==> src/hw/rtl/qwlfo_ram.sv <==
`default_nettype none
// ----------------------------------------------------------------------------
// qwlfo_ram
// Generic single-clock RAM with one write port and one read port. The read
// data is registered and holds its value while no read is issued.
// ----------------------------------------------------------------------------
module qwlfo_ram #(
    parameter int WIDTH = 10,
    parameter int DEPTH = 256
) (
    input  wire logic                     clk,
    input  wire logic                     wr_en,
    input  wire logic [$clog2(DEPTH)-1:0] wr_addr,
    input  wire logic [WIDTH-1:0]         wr_data,
    input  wire logic                     rd_en,
    input  wire logic [$clog2(DEPTH)-1:0] rd_addr,
    output logic      [WIDTH-1:0]         rd_data
);

    logic [WIDTH-1:0] mem [DEPTH];
    logic [WIDTH-1:0] rd_data_reg;

    // Write port.
    always_ff @(posedge clk)
    begin
        if (wr_en)
        begin
            mem[wr_addr] <= wr_data;
        end
    end

    // Registered read port.
    always_ff @(posedge clk)
    begin
        if (rd_en)
        begin
            rd_data_reg <= mem[rd_addr];
        end
    end

    assign rd_data = rd_data_reg;

endmodule
`default_nettype wire

==> config.mk <==
export PLATFORM = sky130hd
export DESIGN_NAME = qwlfo_ram
export DESIGN_NICKNAME = d
export VERILOG_FILES = /design/src/hw/rtl/qwlfo_ram.sv
export SDC_FILE = /design/constraint.sdc
export NUM_CORES = 2
export LEC_CHECK = 0
export ABC_AREA = 1
export ABC_CLOCK_PERIOD_IN_PS = 1720
export BUFFER_PORTS_ARGS = -buffer_cell sky130_fd_sc_hd__buf_2
export CAP_MARGIN = 0
export CORE_MARGIN = 1.5
export CORE_UTILIZATION = 38
export CTS_BUF_LIST = sky130_fd_sc_hd__clkbuf_4
export CTS_CLUSTER_DIAMETER = 80
export CTS_CLUSTER_SIZE = 12
export DETAILED_ROUTE_END_ITERATION = 8
export GPL_TIMING_DRIVEN = 1
export PLACE_DENSITY_LB_ADDON = 0.15
export SYNTH_ARGS = -nofsm -noshare
export SYNTH_HDL_FRONTEND = slang
export SYNTH_SLANG_ARGS = --single-unit
==> constraint.sdc <==
create_clock -name clk -period 1.72 [get_ports clk]
set_input_delay 0 -clock clk [delete_from_list [all_inputs] [get_ports clk]]
set_output_delay 0 -clock clk [all_outputs]
set_load 0.02 [all_outputs]
==> out/results.ini <==
[run_status]
status=finished, violations left
failed_checks=setup timing

[final_layout]
multi_input_area_um2=26200
fillCellCount=24800
syn2layout_area_growth_pct=16.2
final_area_um2=121000
fin_util_pct=44.5
largest_reg_flops=2560
drive_gt1_share_pct=17.7
fin_nets=9345
final_cells=12900
register_area_um2=77200

[logic_synthesis]
seq_area_frac_synth_pct=74.3
yosys_warnings=0
synthCells=8656
ys_ff_latch=2570
syn_nets=8685
synth.distinct_cells=11
syn_avg_cell_area_um2=12.0
syn_area_um2=104000

[placement]
dpl_cell_area_um2=115000
dp_hpwl_um=213000
portBuffers=38
place_inst=12600
finalWeightedCongestion=0.885

[cts]
htree_levels=4
clock_latency_ns=1.43
cts.sinks=2570
clkTransAtPathRegs_ns=0.14
cts_tree=done
cts_buffers=241
cts.path.max_buffers=4
ctsRootBufferMaster=clkbuf_4

[hold_path]
hp-class=in -> reg

[worst_setup_path]
start_kind=flop
required_ns=1.72
cp_max_fo=1
cp-end-kind=primary output
crit_family=flip-flops
critPathMaxStageDelay_ns=0.71
crit_chain=buf_6
crit_arrival_ns=2.25
path_class=reg -> out
slowest_stage=edfxtp_1
critPathBufInv=1

[routing]
wirelength_um=331000
drcViolationCount=0
first_pass_iters=6
vias=69800
wl_per_cell_um=25.6
drt_iter0_drc=7486
vias_per_cell=5.41
ant_nets=0

[pwr]
p_clk_share_pct=24.8
p_sw_share_pct=25.1
max-vdd-ir-drop_mv=0.536
p_comb_share_pct=9.9
p_switching_uw=26600
intPower_uw=79200
p_seq_share_pct=65.2
total_power_uw=106000
p_per_area_nw_per_um2=877
p_leak_uw=0.0426

[sta]
whs_ns=0.138
report.final.slew_viol_count=0
max-slew-margin-rel_pct=26.1
post-route-period-util_pct=131
fin_skew_ns=0.164
worstMarginPinSlew_ns=1.11
fmax_ghz=0.445
rsz0062_at_grt=yes
period_minus_slack_ns=2.25
finalHoldViolCount=0
finalSetupViolCount=10
setup_slack_ns=-0.529

[global_route]
first_global_vias=67400
grt_pass1_wl_um=478000
track_usage_pct=23.5
overflow=0
grt_max_degree=98
antenna_found_initial=19

[floorplan]
die_area_um2=276000
die_w_um=526
coreArea_um2=271000
ios=39
die_h_um=526
rows=191
initial_core_util_pct=38.3

[run]
cap_violations=0

kinds of logic after synthesis:
family | count (synthesis) | share of synthesized area (%)
and+or+nand+nor | 5451 | 22.7
buffers and inverters | 635 | 2.92
DFF | 2570 | 74.3
cells in the mapped netlist:
cell / count / area share (%)
clkinv_1: 2 / 0.0072
inv_1: 33 / 0.12
clkbuf_1: 139 / 0.50
nand3_1: 2523 / 12
buf_4: 60 / 0.43
buf_2: 334 / 1.6
nor2_1: 283 / 1.0
edfxtp_1: 2570 / 74
nand2_1: 2645 / 9.6
inv_2: 4 / 0.014
buf_1: 63 / 0.23
cell usage in the layout, fill, tap and decap left out:
cell / n
buf_16: 3
nor2_1: 280
edfxtp_1: 2570
inv_6: 2
buf_6: 22
inv_8: 4
nand3_2: 328
nand3_4: 59
dlymetal6s4s_1: 1
inv_2: 2
nand2_4: 12
nand2_2: 26
buf_4: 688
clkinvlp_4: 2
nor2_2: 1
inv_1: 30
nor2_4: 2
buf_8: 13
buf_2: 14
clkinv_2: 1
clkbuf_4: 249
buf_12: 217
nand3_1: 2136
bufinv_16: 2
clkinv_1: 4
nand2_1: 2607
diode_2: 16
dlygate4sd3_1: 53
stage by stage:
step                      setup WS, ns  TNS, ns
after global placement           -1.10   -12.01
final                           -0.529    -4.13
after CTS                       -0.663   -10.41
after detailed placement         -1.07   -10.71
after global routing            -0.610    -5.47
after floorplan                  0.140        0
path summary, 6_finish.rpt:
path	start	end	slack (ns)	cells past startpoint
worst min-delay path	wr_addr[1]	mem[201][3]$_DFFE_PP_	0.14	8
worst min register to register	mem[72][3]$_DFFE_PP_	rd_data[3]$_DFFE_PP_	1.07	10
worst max-delay path	rd_data[8]$_DFFE_PP_	rd_data[8]	-0.53	1
worst max register to register	mem[6][9]$_DFFE_PP_	rd_data[9]$_DFFE_PP_	0	10
power groups by stage:
stage | clock (uW) | combinational, uW | sequential [uW]
2_1_floorplan | 0 | 4190 | 70500
3_3_place_gp | 0 | 9650 | 70400
3_5_place_dp | 0 | 9660 | 70400
4_1_cts | 27200 | 10200 | 69000
5_1_grt | 29100 | 11200 | 69000
6_report | 26300 | 10500 | 69000
area by class of cell:
| class | count | share of cell area [%] |
|---|---|---|
| repair buffers | 1013 | 8.84 |
| clock buffers | 247 | 1.54 |
| clock inverters | 8 | 0.0819 |
| well taps | 3570 | 3.70 |
| multi-input cells | 5451 | 21.7 |
| inverters | 39 | 0.148 |
| flip-flops and latches | 2570 | 64.0 |
| diodes | 16 | 0.0332 |
routing by layer:
| layer | share of wire, % | routed length, um | vias up | GRT usage, % |
|---|---|---|---|---|
| met3 | 6.0 | 19800 | 511 | 2.94 |
| met1 | 43 | 144000 | 35000 | 33.0 |
| li1 | - | - | 32000 | - |
| met4 | 3.6 | 11800 | 2 | 7.50 |
| met5 | 0.0039 | 13 | - | 0 |
| met2 | 47 | 155000 | 2317 | 37.8 |
what timing repair did:
item                                    CTS  global route
pin swaps                                29            71
setup endpoints to repair                20           319
buffers inserted                          0             1
cloned                                    0             3
endpoints found under the hold margin  5140             0
hold buffers                             63             0
gates resized for setup                 242           280
No activity file was read; power rests on OpenSTA's default activity.
