==> src/hw/rtl/qwlfo_pkg.sv <==
`default_nettype none
// ----------------------------------------------------------------------------
// qwlfo_pkg
// Shared types and constants of the quarter-wave table LFO: table geometry,
// operation codes, register map and the item formats of both channels.
// ----------------------------------------------------------------------------
package qwlfo_pkg;

    // Table geometry.
    localparam int TABLE_ENTRIES = 256;
    localparam int IDX_W         = $clog2(TABLE_ENTRIES);

    // Field widths.
    localparam int SAMPLE_W = 10;
    localparam int DEPTH_W  = 8;
    localparam int SHAPE_W  = 2;
    localparam int OP_W     = 2;
    localparam int ADDR_W   = 8;
    localparam int PADDR_W  = 4;

    // Full-scale sample and the depth code that means plain inversion.
    localparam logic [SAMPLE_W-1:0] FULL_SCALE   = 10'd1023;
    localparam logic [DEPTH_W-1:0]  DEPTH_INVERT = 8'd255;
    localparam logic [DEPTH_W-1:0]  DEPTH_NONE   = 8'd0;

    // Operation codes of an input item.
    localparam logic [OP_W-1:0] OP_TICK      = 2'd0;
    localparam logic [OP_W-1:0] OP_WR_TRI    = 2'd1;
    localparam logic [OP_W-1:0] OP_WR_SINE   = 2'd2;

    // Waveshape codes.
    localparam logic [SHAPE_W-1:0] SHAPE_TRIANGLE = 2'd0;
    localparam logic [SHAPE_W-1:0] SHAPE_SINE     = 2'd1;

    // Register indexes (byte address is four times the index).
    localparam logic [1:0] REG_WAVESHAPE    = 2'd0;
    localparam logic [1:0] REG_DEPTH        = 2'd1;
    localparam logic [1:0] REG_DEPTH_ENABLE = 2'd2;

    // Input item.
    typedef struct packed {
        logic [OP_W-1:0]     op;
        logic [ADDR_W-1:0]   table_address;
        logic [SAMPLE_W-1:0] table_data;
    } in_item_t;

    // Result item.
    typedef struct packed {
        logic [SAMPLE_W-1:0] duty;
        logic                second_half;
    } out_item_t;

    // Configuration seen by the datapath.
    typedef struct packed {
        logic [SHAPE_W-1:0] waveshape;
        logic [DEPTH_W-1:0] depth;
        logic               depth_enable;
    } cfg_t;

endpackage
`default_nettype wire

==> src/hw/rtl/qwlfo_regs.sv <==
`default_nettype none
// ----------------------------------------------------------------------------
// qwlfo_regs
// APB register file holding waveshape, depth and depth enable. Writes land
// in the access phase; reads return the stored values.
// ----------------------------------------------------------------------------
module qwlfo_regs
    import qwlfo_pkg::*;
(
    input  wire logic               clk,
    input  wire logic               rst_n,
    input  wire logic               psel,
    input  wire logic               penable,
    input  wire logic               pwrite,
    input  wire logic [PADDR_W-1:0] paddr,
    input  wire logic [31:0]        pwdata,
    output logic      [31:0]        prdata,
    output logic                    pready,
    output cfg_t                    cfg
);

    cfg_t       cfg_reg;
    logic [1:0] reg_index;
    logic       wr_strobe;

    assign reg_index = paddr[3:2];
    assign wr_strobe = psel && penable && pwrite;
    assign pready    = 1'b1;

    // Register writes; an index beyond the map is ignored.
    always_ff @(posedge clk or negedge rst_n)
    begin
        if (!rst_n)
        begin
            cfg_reg.waveshape    <= SHAPE_TRIANGLE;
            cfg_reg.depth        <= DEPTH_INVERT;
            cfg_reg.depth_enable <= 1'b1;
        end
        else if (wr_strobe)
        begin
            unique case (reg_index)
                REG_WAVESHAPE:    cfg_reg.waveshape    <= pwdata[SHAPE_W-1:0];
                REG_DEPTH:        cfg_reg.depth        <= pwdata[DEPTH_W-1:0];
                REG_DEPTH_ENABLE: cfg_reg.depth_enable <= pwdata[0];
                default:          ;
            endcase
        end
    end

    // Read mux.
    always_comb
    begin
        unique case (reg_index)
            REG_WAVESHAPE:    prdata = {{(32-SHAPE_W){1'b0}}, cfg_reg.waveshape};
            REG_DEPTH:        prdata = {{(32-DEPTH_W){1'b0}}, cfg_reg.depth};
            REG_DEPTH_ENABLE: prdata = {31'd0, cfg_reg.depth_enable};
            default:          prdata = 32'd0;
        endcase
    end

    assign cfg = cfg_reg;

endmodule
`default_nettype wire

==> config.mk <==
export PLATFORM = sky130hd
export DESIGN_NAME = qwlfo_regs
export DESIGN_NICKNAME = d
export VERILOG_FILES = /design/src/hw/rtl/qwlfo_pkg.sv /design/src/hw/rtl/qwlfo_regs.sv
export SDC_FILE = /design/constraint.sdc
export NUM_CORES = 1
export LEC_CHECK = 0
export BUFFER_PORTS_ARGS = -buffer_cell sky130_fd_sc_hd__buf_2
export CORE_MARGIN = 4
export CORE_UTILIZATION = 33
export DETAILED_ROUTE_END_ITERATION = 10
export GPL_TIMING_DRIVEN = 1
export PLACE_DENSITY = 0.86
export SETUP_SLACK_MARGIN = 0.2
export SYNTH_ARGS = -nofsm -noshare
export SYNTH_HDL_FRONTEND = slang
export SYNTH_SLANG_ARGS = --single-unit
==> constraint.sdc <==
create_clock -name clk -period 1 [get_ports clk]
set_input_delay 0.1 -clock clk [delete_from_list [all_inputs] [get_ports clk]]
set_output_delay 0.1 -clock clk [all_outputs]
set_load 0.1 [all_outputs]
==> results of run 1 <==
==> worst max-delay path: stages (launching register included) <==
cell	delay, ns
dfstp_4	0.63
mux2i_4	0.07
o21ai_4	0.14
buf_12	0.19
==> what timing repair did <==
item	CTS	global route
endpoints found under the setup margin	30	30
hold buffers	1	0
buffers inserted	0	2
pin swaps	8	0
gates resized for setup	9	3
cloned	0	0
endpoints found under the hold margin	11	0
==> area by class of cell <==
| class | count | area (um^2) |
|---|---|---|
| Sequential cell | 11 | 327.8 |
| Tap cell | 27 | 33.78 |
| Clock buffer | 4 | 26.28 |
| Fill cell | 139 | 530.5 |
| Timing Repair Buffer | 54 | 668.1 |
| Multi-Input combinational cell | 52 | 435.4 |
==> metal layers <==
| metal | GRT usage [%] | routed length, um |
|---|---|---|
| met4 | 2.429 | 0 |
| met3 | 4.826 | 216 |
| met1 | 12.79 | 549 |
| met5 | 0 | 0 |
| met2 | 30.12 | 1173 |
==> logic make-up after synthesis <==
group / count (synthesis) / synth area share [%]
AO/OA/AOI/OAI: 1 / 0.6878
buffers and inverters: 26 / 26.51
flip-flops: 11 / 39.42
multiplexers: 13 / 19.79
other: 2 / 1.033
AND/OR/NAND/NOR: 13 / 12.56
==> cell usage in the layout (no fill, tap or decap), types with 2 or more instances in the layout <==
master,count
and2_4,6
buf_2,14
mux2_4,8
dfrtp_4,2
buf_4,7
mux2_2,3
buf_6,12
clkbuf_4,3
buf_12,20
mux2i_4,2
dfstp_4,9
conb_1,25
==> power by group through the flow <==
stage	logic, mW	registers [mW]	clock network, mW
after floorplan	0.992	1.58	0
after global placement	2.58	0.776	0
after detailed placement	2.62	0.793	0
after CTS	2.67	0.801	0.317
after global routing	2.78	0.820	0.350
final	2.71	0.798	0.310
==> path summary, 6_finish.rpt <==
| kind | startpoint | endpoint | slack (ns) | cells past startpoint |
|---|---|---|---|---|
| min in group asynchronous | rst_n | cfg[10] | 0.26 | 2 |
| worst max-delay path | cfg[1] | prdata[0] | -0.40 | 3 |
| worst min register to register | cfg[9] | cfg[9] | 0.62 | 1 |
| worst min-delay path | pwdata[5] | cfg[6] | 0.06 | 2 |
| worst max register to register | cfg[0] | cfg[0] | -0.12 | 4 |
| max in group asynchronous | rst_n | cfg[7] | 0.47 | 2 |
==> stage by stage <==
stage               util, %  setup slack (ns)
global placement      69.00           -0.1206
floorplan                 -           -0.5849
CTS                   72.46           -0.4104
finish                73.76           -0.4017
global route          73.76           -0.4510
detailed placement    69.00           -0.1366
==> impl_metrics.tcl, run 1 <==
set metrics [dict create \
    port_buffers 33 \
    cts_buffers 3 \
    grt_start_max_net_pins 12 \
    yosys_warnings 0 \
    vias 603 \
    synth_edf_count 0 \
    synthCells 66 \
    cts_tree "done" \
    pwr-share-comb_pct 71.0 \
    violations "negative setup slack" \
    startpoint_type "register" \
    clk_pin_slew_worst_paths_ns 0.08 \
    largest_reg_flops 11 \
    p_leak_nw 0.6864 \
    status "finished, violations left" \
    place.gp.congestion 0.7982 \
    grt_antenna_before_repair 0 \
    die_x_um 54.94 \
    post_drt_via_cell_ratio 4.074 \
    setup_violations 20 \
    switchingPower_mw 2.001 \
    synth-seq-cells 11 \
    h-tree-depth 1 \
    initial_core_util_pct 35.95 \
    post_synth.cell_area_avg_um2 11.01 \
    core_area_um2 2022 \
    syn_to_final_growth_pct 105.2 \
    finalSetupTns_ns -5.480 \
    timing.final.crit_period_ns 1.402 \
    grt_pass1_vias 636 \
    vdd_ir_drop_max_v 0.001518 \
    dieArea_um2 3018 \
    p_seq_share_pct 20.9 \
    arrival_ns 1.30 \
    grt_use_total_pct 14.29 \
    synth_top_area_share_pct 32.53 \
    fmax_mhz 713.4 \
    critPathRequiredTime_ns 0.90 \
    powerDensity_nw_per_um2 2560 \
    yosysTopAreaCell "dfstp_2" \
    design_area_um2 1491 \
    clock_latency_ns 0.27 \
    skew_ns 0 \
    rsz0062_at_grt "yes" \
    grt_overflow 0 \
    wire_per_inst_um 13.10 \
    synth_most_common_cell "buf_4" \
    hold_viol 0 \
    hold_slack_ns 0.06276 \
    power_frac_clock_pct 8.1 \
    antennaDiodeCount 0 \
    placed_area_um2 1395 \
    ys_types 17 \
    die_height_um 54.94 \
    async_reset_ff_share_pct 100.0 \
    num_rows 16 \
    power.total_mw 3.818 \
    drtPass1Iterations 1 \
    dp_hpwl_um 1674 \
    slew_viol_final 0 \
    cp_max_fo 2 \
    ys.flop_type "dfstp_2" \
    worst_slack_ns -0.4017 \
    post-place-cells 141 \
    drive_gt1_share_pct 74.38 \
    yosys-top-cells-area "dfstp_2 (33%), buf_4 (26%), mux2_2 (11%), dfrtp_1 (6.9%), mux2_1 (6.2%)" \
    nNetsFinal 163 \
    yosysSeqAreaShare_pct 39.41 \
    synth_common_cells "buf_4 (25), dfstp_2 (9), mux2_2 (7)" \
    stdcell_count 148 \
    grt_pass1_wl_um 2960 \
    drc 0 \
    endpoint_kind "output port" \
    critPathKind "reg2out" \
    fin_crit_sh_pct 140.2 \
    hp-class "in2reg" \
    numClockSinks 11 \
    wirelength_um 1939 \
    drtIter0Drc 0 \
    cts_root_buf "clkbuf_4" \
    cts_buffer_depth 2 \
    max_cap_viol_count 0 \
    io_pins 85 \
    ant_nets 0 \
    swShare_pct 52.42 \
    internal-power_mw 1.816 \
    synth_area_um2 726.9 \
]
(Power assumes the default switching activity.)
==> inputs of run 2 (changes only) <==
--- a/config.mk
+++ b/config.mk
@@ -5,9 +5,10 @@
 export SDC_FILE = /design/constraint.sdc
 export NUM_CORES = 1
 export LEC_CHECK = 0
+export ABC_AREA = 1
 export BUFFER_PORTS_ARGS = -buffer_cell sky130_fd_sc_hd__buf_2
 export CORE_MARGIN = 4
-export CORE_UTILIZATION = 33
+export CORE_UTILIZATION = 34
 export DETAILED_ROUTE_END_ITERATION = 10
 export GPL_TIMING_DRIVEN = 1
 export PLACE_DENSITY = 0.86
==> run 2 against run 1 <==
Compared with the run above:
- die area rose by 3.5%
- worst setup slack improved by 0.027 ns
- sequential power fell by 5.1%
- count of clock-buffer cells in the layout did not move
- the run ends with negative hold slack, negative setup slack left
- global-route usage rose by 1.7 points
==> impl_metrics.tcl, run 2 <==
set metrics [dict create \
    endpoint_kind "output port" \
    fillerInstances 126 \
    cts_root_buf "clkbuf_4" \
    cts_tree "done" \
    synth-seq-cells 11 \
    hold_slack_ns -0.004907 \
    fmax_mhz 727.4 \
    crit_family "flip-flops" \
    setup_violations 23 \
    num_rows 17 \
    numClockSinks 11 \
    grt_pass1_wl_um 3898 \
    place.gp.congestion 0.7099 \
    drtIter0Drc 15 \
    grt_use_total_pct 15.97 \
    synth_area_um2 779.5 \
    synth_most_common_cell "nand2_1" \
    grt_pass1_vias 778 \
    synth_edf_count 0 \
    stdcell_count 190 \
    cp_slowest_stage_delay_ns 0.64 \
    critPathKind "reg2out" \
    violations "negative hold slack, negative setup slack" \
    cp_max_fo 3 \
    grt_overflow 0 \
    slew_viol_final 0 \
    seqCellArea_um2 327.8 \
    crit_chain "inv_2 > nor2_4 > buf_12" \
    cts_buffers 3 \
    hold_viol 1 \
    final_cell_mix "conb_1 (25), nand2_1 (20), buf_6 (20), buf_12 (20), nand2_2 (15)" \
    ys_types 11 \
    initial_core_util_pct 35.58 \
    die_height_um 55.88 \
    synth_common_cells "nand2_1 (39), buf_4 (25), dfstp_2 (9)" \
    drtPass1Iterations 4 \
    placed_area_um2 1414 \
    cts_buffer_depth 2 \
    h-tree-depth 1 \
    powerDensity_nw_per_um2 2274 \
    ys.flop_type "dfstp_2" \
    arrival_ns 1.27 \
    yosys_warnings 0 \
    drive_gt1_share_pct 66.67 \
    antennaDiodeCount 0 \
    timing.final.crit_period_ns 1.375 \
    yosysSeqAreaShare_pct 36.76 \
    rsz0062_at_grt "yes" \
    ant_nets 0 \
    nNetsFinal 204 \
    yosysTopAreaCell "dfstp_2" \
    io_pins 85 \
    yosys-top-cells-area "dfstp_2 (30%), buf_4 (24%), nand2_1 (19%), dfrtp_1 (6.4%), nor2_8 (5.1%)" \
    clk_pin_slew_worst_paths_ns 0.09 \
    critPathRequiredTime_ns 0.90 \
    port_buffers 33 \
    largest_reg_flops 11 \
    async_reset_ff_share_pct 100.0 \
    drc 0 \
    multi_input_area_um2 491.7 \
    syn_to_final_growth_pct 110.1 \
    post_synth.cell_area_avg_um2 7.568 \
    layout_commonest_cell "conb_1" \
    post_drt_via_cell_ratio 4.363 \
    hp-class "in2reg" \
    post-place-cells 176 \
    path_buf_inv 2 \
    die_x_um 55.88 \
    wirelength_um 2858 \
    dieArea_um2 3123 \
    max_cap_viol_count 0 \
    p_leak_nw 0.8292 \
    grt_start_max_net_pins 12 \
    design_area_um2 1638 \
    vdd_ir_drop_max_v 0.001332 \
    wire_per_inst_um 15.04 \
    startpoint_type "register" \
    synth_top_area_share_pct 30.34 \
    clock_latency_ns 0.28 \
    grt_antenna_before_repair 0 \
    skew_ns 0 \
    vias 829 \
    worst_slack_ns -0.3747 \
    status "finished, violations left" \
    fin_crit_sh_pct 137.5 \
    cp_slowest_cell "dfstp_4" \
    dp_hpwl_um 1849 \
    synthCells 103 \
    core_area_um2 2191 \
]
==> run 2: cell type report <==
cell class	count	area share [%]
Clock buffer	4	1.604
Sequential cell	11	20.02
Timing Repair Buffer	57	44.00
Multi-Input combinational cell	81	30.02
Tap cell	28	2.139
Inverter	9	2.215
==> run 2: kinds of logic after synthesis <==
logic type / after synthesis / synth area share, %
other: 2 / 0.9634
flip-flops: 11 / 36.76
AND/OR/NAND/NOR: 56 / 33.87
buffers and inverters: 34 / 28.41
==> run 2: worst reg2reg max path, cell delays in order (launching register included) <==
cell	delay, ns
dfstp_4	0.64
buf_6	0.11
buf_6	0.09
buf_6	0.08
nand2_2	0.04
nand2_2	0.05
==> run 2: power breakdown <==
| part | leakage, nW | internal (mW) | switching (mW) |
|---|---|---|---|
| logic | 0.691 | 0.898 | 1.74 |
| registers | 0.123 | 0.652 | 0.105 |
| clock network | 0.0150 | 0.155 | 0.180 |
==> run 2: repair_timing <==
action | 4_1_cts | 5_1_grt
gates cloned | 0 | 0
pin swaps | 4 | 7
setup endpoints to repair | 28 | 30
hold endpoints to repair | 11 | 0
hold buffers | 1 | 0
buffers inserted | 4 | 5
gates resized for setup | 18 | 19
==> run 2: path summary, 6_finish.rpt <==
path                           start  slack (ns)  cells past startpoint   endpoint
setup / recovery              cfg[4]       -0.37                      3  prdata[3]
hold / removal             pwdata[7]      -0.005                      3     cfg[8]
setup reg to reg              cfg[7]       -0.06                      5     cfg[7]
hold reg to reg               cfg[4]        0.60                      2     cfg[4]
max in group asynchronous      rst_n        0.51                      2     cfg[2]
min in group asynchronous      rst_n        0.22                      2     cfg[9]
==> run 2: per-layer routing <==
| metal | track usage (%) | wire, um |
|---|---|---|
| met5 | 0 | 0 |
| met1 | 18.72 | 1151 |
| met2 | 28.55 | 1450 |
| met3 | 5.104 | 245 |
| met4 | 3.051 | 11 |
==> run 2: stage by stage <==
stage / power (mW) / TNS, ns / hold WS (ns) / utilization, % / setup WS (ns)
after global placement: 3.015 / -0.06317 / -0.02524 / 64.53 / -0.01709
after detailed placement: 3.064 / -0.1720 / -0.01885 / 64.53 / -0.03218
after CTS: 3.526 / -5.372 / 0.01477 / 70.36 / -0.3311
final: 3.725 / -5.890 / -0.004907 / 74.76 / -0.3747
after floorplan: 2.344 / -2.944 / -0.1956 / - / -0.4256
after global routing: 3.815 / -6.202 / 0.02642 / 74.76 / -0.3876
